### config.mk
export PLATFORM = sky130hd
export DESIGN_NAME = graph_coloring_backtrack_top
export DESIGN_NICKNAME = d
export VERILOG_FILES = /design/src/hw/rtl/gcb_pkg.sv /design/src/hw/rtl/gcb_ram.sv /design/src/hw/rtl/gcb_unit.sv /design/src/hw/rtl/graph_coloring_backtrack_top.sv
export VERILOG_INCLUDE_DIRS = /design/src /design/src/hw/rtl
export SDC_FILE = /design/constraint.sdc
export NUM_CORES = 1
export LEC_CHECK = 0
export ABC_AREA = 1
export BUFFER_PORTS_ARGS = -buffer_cell sky130_fd_sc_hd__clkbuf_2
export CORE_ASPECT_RATIO = 0.7
export CORE_MARGIN = 2
export CORE_UTILIZATION = 54
export CTS_CLUSTER_DIAMETER = 80
export CTS_CLUSTER_SIZE = 14
export DETAILED_ROUTE_END_ITERATION = 12
export PLACE_DENSITY_LB_ADDON = 0.12
export SLEW_MARGIN = 20
export SYNTH_ARGS = -nofsm -noshare
export SYNTH_HDL_FRONTEND = slang
export SYNTH_SLANG_ARGS = --single-unit
export TNS_END_PERCENT = 1
### constraint.sdc
create_clock -name i_clk -period 4.5 [get_ports i_clk]
set_input_delay 0.675 -clock i_clk [delete_from_list [all_inputs] [get_ports i_clk]]
set_output_delay 0.675 -clock i_clk [all_outputs]
set_load 0.03 [all_outputs]
### src/hw/rtl/graph_coloring_backtrack_top_defines.svh
// Assertion macros shared by the graph colouring block.
`ifndef GRAPH_COLORING_BACKTRACK_TOP_DEFINES_SVH
`define GRAPH_COLORING_BACKTRACK_TOP_DEFINES_SVH

// Check cons in the same cycle as ante; off while reset is low.
`define GCB_ASSERT_NOW(label, ante, cons, msg) \
    label: assert property (@(posedge i_clk) disable iff (!i_rst_n) (ante) |-> (cons)) \
        else $error(msg);

// Check cons in the cycle after ante; off while reset is low.
`define GCB_ASSERT_NEXT(label, ante, cons, msg) \
    label: assert property (@(posedge i_clk) disable iff (!i_rst_n) (ante) |=> (cons)) \
        else $error(msg);

`endif

### src/hw/rtl/gcb_pkg.sv
// Shared constants and types of the graph colouring block.
`timescale 1ns / 1ps
`default_nettype none

package gcb_pkg;

    localparam int MAX_NODES  = 8;
    localparam int MAX_DEGREE = 8;
    localparam int NODE_W     = $clog2(MAX_NODES);
    localparam int SLOT_W     = $clog2(MAX_DEGREE);
    localparam int ADDR_W     = NODE_W + SLOT_W;
    localparam int ADJ_DEPTH  = MAX_NODES * MAX_DEGREE;
    localparam int COLOR_W    = 4;
    localparam int CAND_W     = COLOR_W + 1;
    localparam int CNT_W      = NODE_W + 1;
    localparam int CFG_W      = 4;
    localparam int CFG_IDX_W  = 1;

    localparam logic       REQ_WRITE = 1'b0;
    localparam logic       REQ_SOLVE = 1'b1;

    localparam logic [CFG_IDX_W-1:0] CFG_NUM_NODES  = 1'd0;
    localparam logic [CFG_IDX_W-1:0] CFG_NUM_COLORS = 1'd1;

    // Request to the shared compare unit.
    typedef struct packed {
        logic                ent_valid;
        logic [NODE_W-1:0]   ent_nb;
        logic [CNT_W-1:0]    node;
        logic [COLOR_W-1:0]  nb_color;
        logic [CAND_W-1:0]   cand;
        logic [CFG_W-1:0]    num_colors;
    } t_chk_req;

    // Answer of the shared compare unit.
    typedef struct packed {
        logic conflict;
        logic over;
    } t_chk_rsp;

endpackage

`default_nettype wire

### src/hw/rtl/gcb_ram.sv
// Generic single-port-write, registered-read RAM.
`timescale 1ns / 1ps
`default_nettype none

module gcb_ram #(
    parameter int WIDTH = 8,
    parameter int DEPTH = 64
) (
    input  wire logic                     i_clk,
    input  wire logic                     i_we,
    input  wire logic [$clog2(DEPTH)-1:0] i_waddr,
    input  wire logic [WIDTH-1:0]         i_wdata,
    input  wire logic [$clog2(DEPTH)-1:0] i_raddr,
    output      logic [WIDTH-1:0]         o_rdata
);

    logic [WIDTH-1:0] r_mem [DEPTH];

    always_ff @(posedge i_clk) begin
        if (i_we) begin
            r_mem[i_waddr] <= i_wdata;
        end
        o_rdata <= r_mem[i_raddr];
    end

endmodule

`default_nettype wire

### src/hw/rtl/gcb_unit.sv
// Shared compare unit: neighbor conflict test and colour range test.
`timescale 1ns / 1ps
`default_nettype none

module gcb_unit (
    input  wire gcb_pkg::t_chk_req i_req,
    output      gcb_pkg::t_chk_rsp o_rsp
);

    // A neighbor blocks the candidate only if it is valid, already placed
    // (lower index) and holds the same colour.
    assign o_rsp.conflict = i_req.ent_valid
                         && ({1'b0, i_req.ent_nb} < i_req.node)
                         && ({1'b0, i_req.nb_color} == i_req.cand);

    assign o_rsp.over = i_req.cand > {1'b0, i_req.num_colors};

endmodule

`default_nettype wire

### src/hw/rtl/graph_coloring_backtrack_top.sv
// Top level of the backtracking graph colouring block.
//
//  channel   | dir | handshake                     | payload
//  ----------+-----+-------------------------------+-----------------------------------
//  s_axis    | in  | s_axis_tvalid / s_axis_tready | tuser: req_type; tdata: node_index,
//            |     |                               |   slot_index, neighbor_index, valid
//  m_axis    | out | m_axis_tvalid / m_axis_tready | tdata: out_node, out_color, solved;
//            |     |                               |   tlast: last
//  cfg       | in  | i_cfg_we (no wait)            | i_cfg_idx, i_cfg_data
//
// A solve visits each node in S_LOAD to load its colour, tests each candidate against the
// colour range in S_TRY, and scans each adjacency slot in S_RD (registered RAM read), then
// S_CHK (compare), up to MAX_DEGREE slots, stopping at the first conflict; the run time follows
// the search tree. Reset clears the adjacency valid bits at once. The request side is ready
// only while the sequencer idles; each result holds until the sink takes it, so the n results
// leave one per cycle at best.
`timescale 1ns / 1ps
`default_nettype none

`include "graph_coloring_backtrack_top_defines.svh"

module graph_coloring_backtrack_top (
    input  wire logic                          i_clk,
    input  wire logic                          i_rst_n,
    // configuration write port
    input  wire logic                          i_cfg_we,
    input  wire logic [gcb_pkg::CFG_IDX_W-1:0] i_cfg_idx,
    input  wire logic [gcb_pkg::CFG_W-1:0]     i_cfg_data,
    // request stream
    input  wire logic                          s_axis_tvalid,
    output      logic                          s_axis_tready,
    input  wire logic [15:0]                   s_axis_tdata,  // node[2:0] slot[5:3] nb[8:6] valid[9]
    input  wire logic                          s_axis_tuser,  // req_type[0]
    // result stream
    output      logic                          m_axis_tvalid,
    input  wire logic                          m_axis_tready,
    output      logic [7:0]                    m_axis_tdata,  // node[2:0] color[6:3] solved[7]
    output      logic                          m_axis_tlast
);

    localparam int NODE_W  = gcb_pkg::NODE_W;
    localparam int SLOT_W  = gcb_pkg::SLOT_W;
    localparam int ADDR_W  = gcb_pkg::ADDR_W;
    localparam int COLOR_W = gcb_pkg::COLOR_W;
    localparam int CAND_W  = gcb_pkg::CAND_W;
    localparam int CNT_W   = gcb_pkg::CNT_W;
    localparam int CFG_W   = gcb_pkg::CFG_W;

    typedef enum logic [2:0] {
        S_IDLE,
        S_LOAD,
        S_TRY,
        S_RD,
        S_CHK,
        S_OUT
    } t_state;

    t_state                r_state;
    logic [CFG_W-1:0]      r_num_nodes;
    logic [CFG_W-1:0]      r_num_colors;
    logic [CNT_W-1:0]      r_n;
    logic [CNT_W-1:0]      r_k;
    logic [SLOT_W-1:0]     r_s;
    logic [CAND_W-1:0]     r_cand;
    logic [NODE_W-1:0]     r_i;
    logic                  r_ok;
    logic [COLOR_W-1:0]    r_colors [gcb_pkg::MAX_NODES];
    logic [gcb_pkg::ADJ_DEPTH-1:0] r_adj_valid;
    logic                  r_ent_valid;
    logic                  r_mvalid;
    logic [7:0]            r_mdata;
    logic                  r_mlast;

    logic                  w_in_acc;
    logic [NODE_W-1:0]     w_in_node;
    logic [SLOT_W-1:0]     w_in_slot;
    logic [NODE_W-1:0]     w_in_nb;
    logic                  w_in_nbv;
    logic                  w_adj_we;
    logic [ADDR_W-1:0]     w_adj_waddr;
    logic [ADDR_W-1:0]     w_adj_raddr;
    logic [NODE_W-1:0]     w_ent_nb;
    logic [NODE_W-1:0]     w_rd_node;
    logic [COLOR_W-1:0]    w_rd_color;
    logic [CNT_W-1:0]      n_n;
    logic [CNT_W-1:0]      n_k;
    logic                  w_out_last;
    logic                  w_searching;
    logic                  w_scanning;
    logic                  w_give_up;
    logic                  w_fail_out;
    gcb_pkg::t_chk_req     w_req;
    gcb_pkg::t_chk_rsp     w_rsp;

    assign s_axis_tready = (r_state == S_IDLE);
    assign w_in_acc      = s_axis_tvalid && s_axis_tready;
    assign w_in_node     = s_axis_tdata[2:0];
    assign w_in_slot     = s_axis_tdata[5:3];
    assign w_in_nb       = s_axis_tdata[8:6];
    assign w_in_nbv      = s_axis_tdata[9];

    assign m_axis_tvalid = r_mvalid;
    assign m_axis_tdata  = r_mdata;
    assign m_axis_tlast  = r_mlast;

    // Clamp the node count to 1..MAX_NODES.
    always_comb begin
        if (r_num_nodes == '0) begin
            n_n = CNT_W'(1);
        end else if ({1'b0, r_num_nodes} > (CFG_W + 1)'(gcb_pkg::MAX_NODES)) begin
            n_n = CNT_W'(gcb_pkg::MAX_NODES);
        end else begin
            n_n = CNT_W'(r_num_nodes);
        end
    end

    // Adjacency neighbor store; valid bits sit in flops so reset clears them.
    assign w_adj_we    = w_in_acc && (s_axis_tuser == gcb_pkg::REQ_WRITE);
    assign w_adj_waddr = {w_in_node, w_in_slot};
    assign w_adj_raddr = {r_k[NODE_W-1:0], r_s};

    gcb_ram #(
        .WIDTH (NODE_W),
        .DEPTH (gcb_pkg::ADJ_DEPTH)
    ) u_adj_ram (
        .i_clk   (i_clk),
        .i_we    (w_adj_we),
        .i_waddr (w_adj_waddr),
        .i_wdata (w_in_nb),
        .i_raddr (w_adj_raddr),
        .o_rdata (w_ent_nb)
    );

    always_ff @(posedge i_clk) begin
        if (!i_rst_n) begin
            r_adj_valid <= '0;
        end else if (w_adj_we) begin
            r_adj_valid[w_adj_waddr] <= w_in_nbv;
        end
        r_ent_valid <= r_adj_valid[w_adj_raddr];
    end

    // One read port on the colour file: current node while loading, the
    // neighbor under test while checking, the output node otherwise.
    always_comb begin
        case (r_state)
            S_LOAD:  w_rd_node = r_k[NODE_W-1:0];
            S_CHK:   w_rd_node = w_ent_nb;
            default: w_rd_node = r_i;
        endcase
    end
    assign w_rd_color = r_colors[w_rd_node];

    assign w_req.ent_valid  = r_ent_valid;
    assign w_req.ent_nb     = w_ent_nb;
    assign w_req.node       = r_k;
    assign w_req.nb_color   = w_rd_color;
    assign w_req.cand       = r_cand;
    assign w_req.num_colors = r_num_colors;

    gcb_unit u_unit (
        .i_req (w_req),
        .o_rsp (w_rsp)
    );

    assign n_k        = r_k + CNT_W'(1);
    assign w_out_last = ({1'b0, r_i} + CNT_W'(1)) == r_n;

    // Configuration registers: written whenever the enable is high.
    always_ff @(posedge i_clk) begin
        if (!i_rst_n) begin
            r_num_nodes  <= CFG_W'(7);
            r_num_colors <= CFG_W'(4);
        end else if (i_cfg_we) begin
            case (i_cfg_idx)
                gcb_pkg::CFG_NUM_NODES:  r_num_nodes  <= i_cfg_data;
                gcb_pkg::CFG_NUM_COLORS: r_num_colors <= i_cfg_data;
                default: ;
            endcase
        end
    end

    // Sequencer: depth-first search, then stream out one result per node.
    always_ff @(posedge i_clk) begin
        if (!i_rst_n) begin
            r_state  <= S_IDLE;
            r_mvalid <= 1'b0;
        end else begin
            // drop the taken result; the output state handles its own register
            if (m_axis_tready && (r_state != S_OUT)) begin
                r_mvalid <= 1'b0;
            end
            case (r_state)
                S_IDLE: begin
                    if (w_in_acc && (s_axis_tuser == gcb_pkg::REQ_SOLVE)) begin
                        r_n          <= n_n;
                        r_k          <= CNT_W'(1);
                        r_ok         <= 1'b1;
                        r_i          <= '0;
                        r_colors[0]  <= COLOR_W'(1);
                        r_colors[1]  <= '0;
                        if (n_n == CNT_W'(1)) begin
                            r_state <= S_OUT;
                        end else begin
                            r_state <= S_LOAD;
                        end
                    end
                end
                S_LOAD: begin
                    // resume above the colour the node holds now
                    r_cand  <= {1'b0, w_rd_color} + CAND_W'(1);
                    r_state <= S_TRY;
                end
                S_TRY: begin
                    if (w_rsp.over) begin
                        r_colors[r_k[NODE_W-1:0]] <= '0;
                        if (r_k == CNT_W'(1)) begin
                            // backtracked past node 1: no colouring exists
                            r_ok    <= 1'b0;
                            r_i     <= '0;
                            r_state <= S_OUT;
                        end else begin
                            r_k     <= r_k - CNT_W'(1);
                            r_state <= S_LOAD;
                        end
                    end else begin
                        r_s     <= '0;
                        r_state <= S_RD;
                    end
                end
                S_RD: begin
                    r_state <= S_CHK;
                end
                S_CHK: begin
                    if (w_rsp.conflict) begin
                        r_cand  <= r_cand + CAND_W'(1);
                        r_state <= S_TRY;
                    end else if (r_s == SLOT_W'(gcb_pkg::MAX_DEGREE - 1)) begin
                        r_colors[r_k[NODE_W-1:0]] <= r_cand[COLOR_W-1:0];
                        if (n_k == r_n) begin
                            r_i     <= '0;
                            r_state <= S_OUT;
                        end else begin
                            r_k                       <= n_k;
                            r_colors[n_k[NODE_W-1:0]] <= '0;
                            r_state                   <= S_LOAD;
                        end
                    end else begin
                        r_s     <= r_s + SLOT_W'(1);
                        r_state <= S_RD;
                    end
                end
                S_OUT: begin
                    if (!r_mvalid || m_axis_tready) begin
                        r_mvalid <= 1'b1;
                        r_mdata  <= {r_ok, (r_ok ? w_rd_color : COLOR_W'(0)), r_i};
                        r_mlast  <= w_out_last;
                        if (w_out_last) begin
                            r_state <= S_IDLE;
                        end else begin
                            r_i <= r_i + NODE_W'(1);
                        end
                    end
                end
                default: begin
                    r_state <= S_IDLE;
                end
            endcase
        end
    end

    assign w_searching = (r_state == S_LOAD) || (r_state == S_TRY)
                      || (r_state == S_RD) || (r_state == S_CHK);
    assign w_scanning  = (r_state == S_RD) || (r_state == S_CHK);
    assign w_give_up   = (r_state == S_TRY) && w_rsp.over && (r_k == CNT_W'(1));
    assign w_fail_out  = m_axis_tvalid && !m_axis_tdata[7];

    // The search depth never runs past the node count.
    `GCB_ASSERT_NOW(a_depth_in_range, (r_state != S_IDLE), (r_k <= r_n), "depth past count")
    // Node 0 keeps colour 1 throughout the search.
    `GCB_ASSERT_NOW(a_root_color, w_searching, (r_colors[0] == COLOR_W'(1)), "root colour lost")
    // Slots are only scanned for a candidate within the colour range.
    `GCB_ASSERT_NOW(a_cand_range, w_scanning, (r_cand <= {1'b0, r_num_colors}), "cand too high")
    // Running out of colours on node 1 ends the search as a failure.
    `GCB_ASSERT_NEXT(a_fail_exit, w_give_up, (r_state == S_OUT && !r_ok), "failure not reported")
    // A failed search shows no colour.
    `GCB_ASSERT_NOW(a_fail_blank, w_fail_out, (m_axis_tdata[6:3] == 4'd0), "colour on failure")

endmodule

`default_nettype wire

== Yosys cells after proc, flatten, opt, wreduce, memory -nomap -nowiden ==
Memories as Yosys holds them, arrays and structs flattened. A register that Yosys moved wholly into a read port is not among the register bits.
Cells that the tools add are included.
Word-level totals
  flip-flop bits (word level): 106
  latch bits: 0
  bits in writable memories: 224
  bits in read-only memories: 0
  input port bits: 27
  output and inout bits: 11
  memories kept: 2
Operators by class
  $add $sub $neg: 7
  multiply operators: 0
  divide/modulo/power cells: 0
  magnitude comparators: 6
  eq/ne operators: 26
  shifts and indexed selects: 0
  multiplexer cells: 75
  bitwise gates (word level): 3
  reduce and logical (&&, ||, !) cells: 28
Memories
  u_adj_ram.r_mem: words 64, width 3, read ports 1, clocked after memory_dff 1, write ports 1, RTL line gcb_ram.sv:17  | logic [WIDTH-1:0] r_mem [DEPTH];
  r_colors: words 8, width 4, read ports 1, clocked after memory_dff 0, write ports 2, RTL line graph_coloring_backtrack_top.sv:67  | logic [COLOR_W-1:0] r_colors [gcb_pkg::MAX_NODES];
Operators with widths (count)
  two-way mux 3 bit: 22
  bitwise mux 64 bit: 1
  two-way mux 4 bit: 11
  two-way mux 1 bit: 31
  != test 2 bit (second input constant): 10
  one-hot mux 3 bit (6 select lines): 1
  less-than comparator 6 x 7 -> 1 bit (second input constant): 2
  one-hot mux 3 bit (2 select lines): 2
  one-hot mux 3 bit (4 select lines): 1
  one-hot mux 4 bit (3 select lines): 1
  AND reduction 3 bit: 4
  one-hot mux 5 bit (2 select lines): 1
  AND reduction 10 bit: 1
  AND reduction 5 bit: 2
  == test 3 bit (second input constant): 3
  == test 4 x 1 -> 1 bit (second input constant): 2
  == test 4 bit: 2
  != test 2 x 1 -> 1 bit (second input constant): 4
  AND reduction 8 bit: 1
  OR reduction 4 bit: 2
  logical AND 1 bit: 7
  adder 3 x 1 -> 3 bit (second input constant): 2
  binary-select mux 1 bit (select 6 bit): 1
  demux 1 bit (select 6 bit): 1
  25 further kinds: 30

== Longest topological paths before layout ==
An unclocked memory read counts as a cell.
  word-level depth: 12
  depth in mapped cells: 21

== By module ==
A second synthesis with hierarchy kept.
Second synthesis, totals
  cells, all modules: 1701
  area, all modules: 15466.1 sq um
By module, submodules not included
  gcb_ram: times used 1, cells each 734, area each 8195.4 sq um
  graph_coloring_backtrack_top: times used 1, cells each 910, area each 6995.5 sq um
  gcb_unit: times used 1, cells each 57, area each 275.3 sq um

== Least setup slack after synthesis ==
OpenSTA, ideal clock, no wires.
  path kind: flip-flop to flip-flop
  start: reg r_k[0]
  end: reg r_i[0] (enable)
  library setup time: 0.345 ns
  data arrival time: 2.282 ns
  required time: 4.155 ns
  setup slack: 1.873 ns
  cell stages (with the launch flop): 9
  buffers on the path: 2
  path through: edfxtp_1 -> buf_2 -> clkinv_1 -> clkbuf_1 -> ha_1 -> xor2_1 -> nor4_2 -> nor2_1 -> nor3_1
On the way
  longest elaborated chain between the ends: 6
RTL lines
  start, declared: RTL line graph_coloring_backtrack_top.sv:62  | logic [CNT_W-1:0] r_k;
  start signal, assigned: RTL line graph_coloring_backtrack_top.sv:223  | r_k <= r_k - CNT_W'(1);
  start signal, assigned: RTL line graph_coloring_backtrack_top.sv:244  | r_k <= n_k;
  one-hot mux 3 bit (2 select lines): RTL line graph_coloring_backtrack_top.sv:146  | case (r_state)
  memory read (8 x 4 bit)
  == test 4 x 5 -> 1 bit: RTL line gcb_unit.sv:14  | && ({1'b0, i_req.nb_color} == i_req.cand);
  logical AND 1 bit: RTL line gcb_unit.sv:14
  != test 2 bit (no source line)
  AND reduction 10 bit (no source line) *
  end signal, assigned: RTL line graph_coloring_backtrack_top.sv:261  | r_i <= r_i + NODE_W'(1);
  end, declared: RTL line graph_coloring_backtrack_top.sv:65  | logic [NODE_W-1:0] r_i;
Every way passes the cells marked *; elsewhere a longest branch is shown, timed or not.
A chain may end at the register's enable or synchronous reset.

== Worst setup path after layout ==
  start: reg r_k[0]
  end: reg r_i[2] (enable)
The elaborated chain is that of the path after synthesis.

==> metrics.yaml <==
synthesis:
  synth_compound_area_frac: 0.165
  synthArstFlopShare: 0
  synth_area_um2: 14500
  synth_cell_types: 48
  synth_seq_cells: 333
  ys.flop_type: "edfxtp_1"
  synth_xor_area_frac: 0.00726
  synth_edf_count: 221
  ys_top_cells_by_area: "edfxtp_1 (46%), dfxtp_1 (15%), o21ai_0 (7.5%)"
  synth_top_family_by_area: "compound AO/OA/AOI/OAI gates"
  yosysTopAreaCell: "edfxtp_1"
  avgSynthCellArea_um2: 9.93
  ys_seq_area_frac: 0.613
  synth.top_cell.area_share: 0.458
  synth.mux.area_fraction: 0
  syn_nets: 1498
  netlist_instances: 1458
  ys_warn_count: 0
  synth-adder-area-share: 0.0112
  yosys.area_share.simple: 0.161
final_layout:
  finish.instance_area_um2: 15700
  num_antenna_cells: 0
  drive_above_1_share: 0.0815
  syn2layout_area_growth_pct: 8.45
  final_cells: 1848
  fin_nets: 1504
  fillers: 2338
clock_network:
  insertion_delay_ps: 540
  cts_tree: "built"
  cts.sinks: 333
  root_buffer: "clkbuf_16"
  cts.path.max_buffers: 3
  cts_setup_buffers: 0
  numCtsBuffers: 27
  postCtsResizedCells: 0
  hold_buffers: 0
  cts_max_level: 1
  path_clk_slew_ps: 70
power:
  power.leakage_nw: 5.53
  powerDensity_nw_per_um2: 406
  p_switching_mw: 1.67
  sw_frac_of_total: 0.262
  pwr-share-clk: 0.340
  seqPwrFrac: 0.533
  ir_worst_vdd_mv: 0.294
  combPwrFrac: 0.127
  p_int_mw: 4.71
sta:
  tns_ps: 0
  setup-violations-final: 0
  hold_violations: 0
  rsz0062_at_grt: "no"
  min_period_ps: 3340
  min_period_over_period: 0.742
  tightest_slew_ps: 863
  slew_violations: 0
  skew_ps: 18.4
  whs_ps: 383
  timing.fmax_mhz: 299
  relSlewSlack: 0.424
drt:
  route.detailed.drc: 0
  viasPerCell: 5.96
  routedWlPerCell_um: 20.3
  vias: 11000
  drtAntennaViolNets: 0
  drt-total-wl_um: 37600
  dr.first_iter.drc_count: 1309
  dr.pass1.iters: 6
run:
  maxCapViolations: 0
worst_setup_path:
  worst-path-max-fanout: 18
  crit_slowest_cell: "nor2_2"
  crit_chain: "buf_4 -> clkinv_1 -> nor2_2 -> xor2_1 -> xnor2_1 -> nor4_2 -> nor2_1 -> nor3_1"
  required_ps: 4670
  worstSetupStartpointType: "flop"
  cp_top_family: "simple AND/OR/NAND/NOR gates"
  cp.buffers_inverters: 2
  arrival_ps: 3510
  cpPeakStageDelay_ps: 520
  cp-end-kind: "flop"
  crit_type: "flop to flop"
global_route:
  globalRouteOverflowTotal: 0
  grt_pass1_wl_um: 58000
  grt_max_degree: 77
  grt_pass1_vias: 10000
  grt_usage: 0.270
  antenna_found_initial: 0
placement:
  io_buffers: 31
  dp.cells: 1799
  placed_cell_area_um2: 14900
  dp_hpwl_um: 24400
  globalplace.congestion: 0.898
floorplanning:
  core_area_um2: 26500
  fp.dieW_um: 200
  rows: 50
  chipHeight_um: 141
  start_util: 0.546
  die-area_um2: 28200
  ios: 38
status:
  status: "finished clean"
min_path:
  holdCritPathClass: "input pin to flop"
==> area by class of cell <==
cell class,instances,area [um2],area share
Multi-Input combinational cell,966,4980,0.317
Clock buffer,48,754,0.0480
Inverter,88,339,0.0216
Sequential cell,333,8880,0.565
Tap cell,364,455,0.0290
Timing Repair Buffer,48,295,0.0188
Clock inverter,1,5.00,0.000319
==> synthesized netlist by cell type (all sizes together) (13+ instances only) <==
| cell type | n |
|---|---|
| nor2 | 279 |
| edfxtp | 221 |
| o21ai | 220 |
| nand2 | 135 |
| dfxtp | 112 |
| a21oi | 107 |
| inv | 86 |
| nand3 | 81 |
| clkbuf | 64 |
| o221ai | 49 |
| o211ai | 18 |
| o22ai | 16 |
| ha | 13 |
| nor3 | 13 |
==> layer usage <==
layer,up-vias,global-route usage,wire length (um)
met5,-,0,0
li1,5196,-,-
met4,0,0.0663,892
met1,5278,0.441,17900
met2,473,0.367,15300
met3,59,0.0478,3490
==> metrics by stage <==
stage / power, mW / setup WS (ps) / util
6_report: 6.38 / 1160 / 0.592
5_1_grt: 6.60 / 1070 / 0.592
4_1_cts: 6.38 / 1270 / 0.592
3_5_place_dp: 4.26 / 1280 / 0.563
3_3_place_gp: 4.24 / 1420 / 0.563
2_1_floorplan: 4.01 / 1870 / -
==> placed cells by master (no fill, tap or decap), types with 13 or more instances in the layout <==
master / count
a21oi_1: 107
buf_4: 16
clkbuf_1: 21
clkbuf_16: 27
clkbuf_2: 31
dfxtp_1: 112
edfxtp_1: 221
ha_1: 13
inv_1: 77
nand2_1: 122
nand3_1: 72
nor2_1: 268
nor3_1: 13
o211ai_1: 16
o21ai_0: 217
o221ai_1: 49
o22ai_1: 16
==> cell families after synthesis <==
family,after synthesis
adder cells (fa/ha/maj),13
AO/OA/AOI/OAI,419
XOR/XNOR,12
AND/OR/NAND/NOR,522
flip-flops,333
buffers and inverters,159
==> worst paths after layout <==
kind | start | to | slack, ps | cells after the start
min | i_cfg_data[0] | r_num_nodes[0] | 380 | 3
max | r_k[0] | r_i[2] | 1160 | 8
max reg2reg | r_k[0] | r_i[2] | 1160 | 8
min reg2reg | r_colors[6][1] | r_colors[6][1] | 460 | 2
==> sequential cells by signal, indices dropped and copies added (netlist names), 3 cells and up <==
register,flops
r_state,3
r_num_colors,4
r_adj_valid,64
m_axis_tdata,8
u_adj_ram.o_rdata,3
u_adj_ram.r_mem,192
r_k,4
r_num_nodes,4
r_cand,5
r_colors,32
r_n,4
r_s,3
r_i,3
==> power groups by stage <==
stage / clock network (mW) / logic, mW / registers, mW
after floorplan: 0 / 0.566 / 3.44
after global placement: 0 / 0.779 / 3.46
after detailed placement: 0 / 0.794 / 3.47
after CTS: 2.19 / 0.796 / 3.40
after global routing: 2.31 / 0.891 / 3.40
final: 2.17 / 0.809 / 3.40
==> worst min-delay path, delay by kind of cell <==
family                 cells  cell delay (ps)
buffers and inverters      1               90
and+or+nand+nor            1               50
AOI/OAI and AO/OA          1               70
Note: power is estimated with default switching activity, not from simulation.
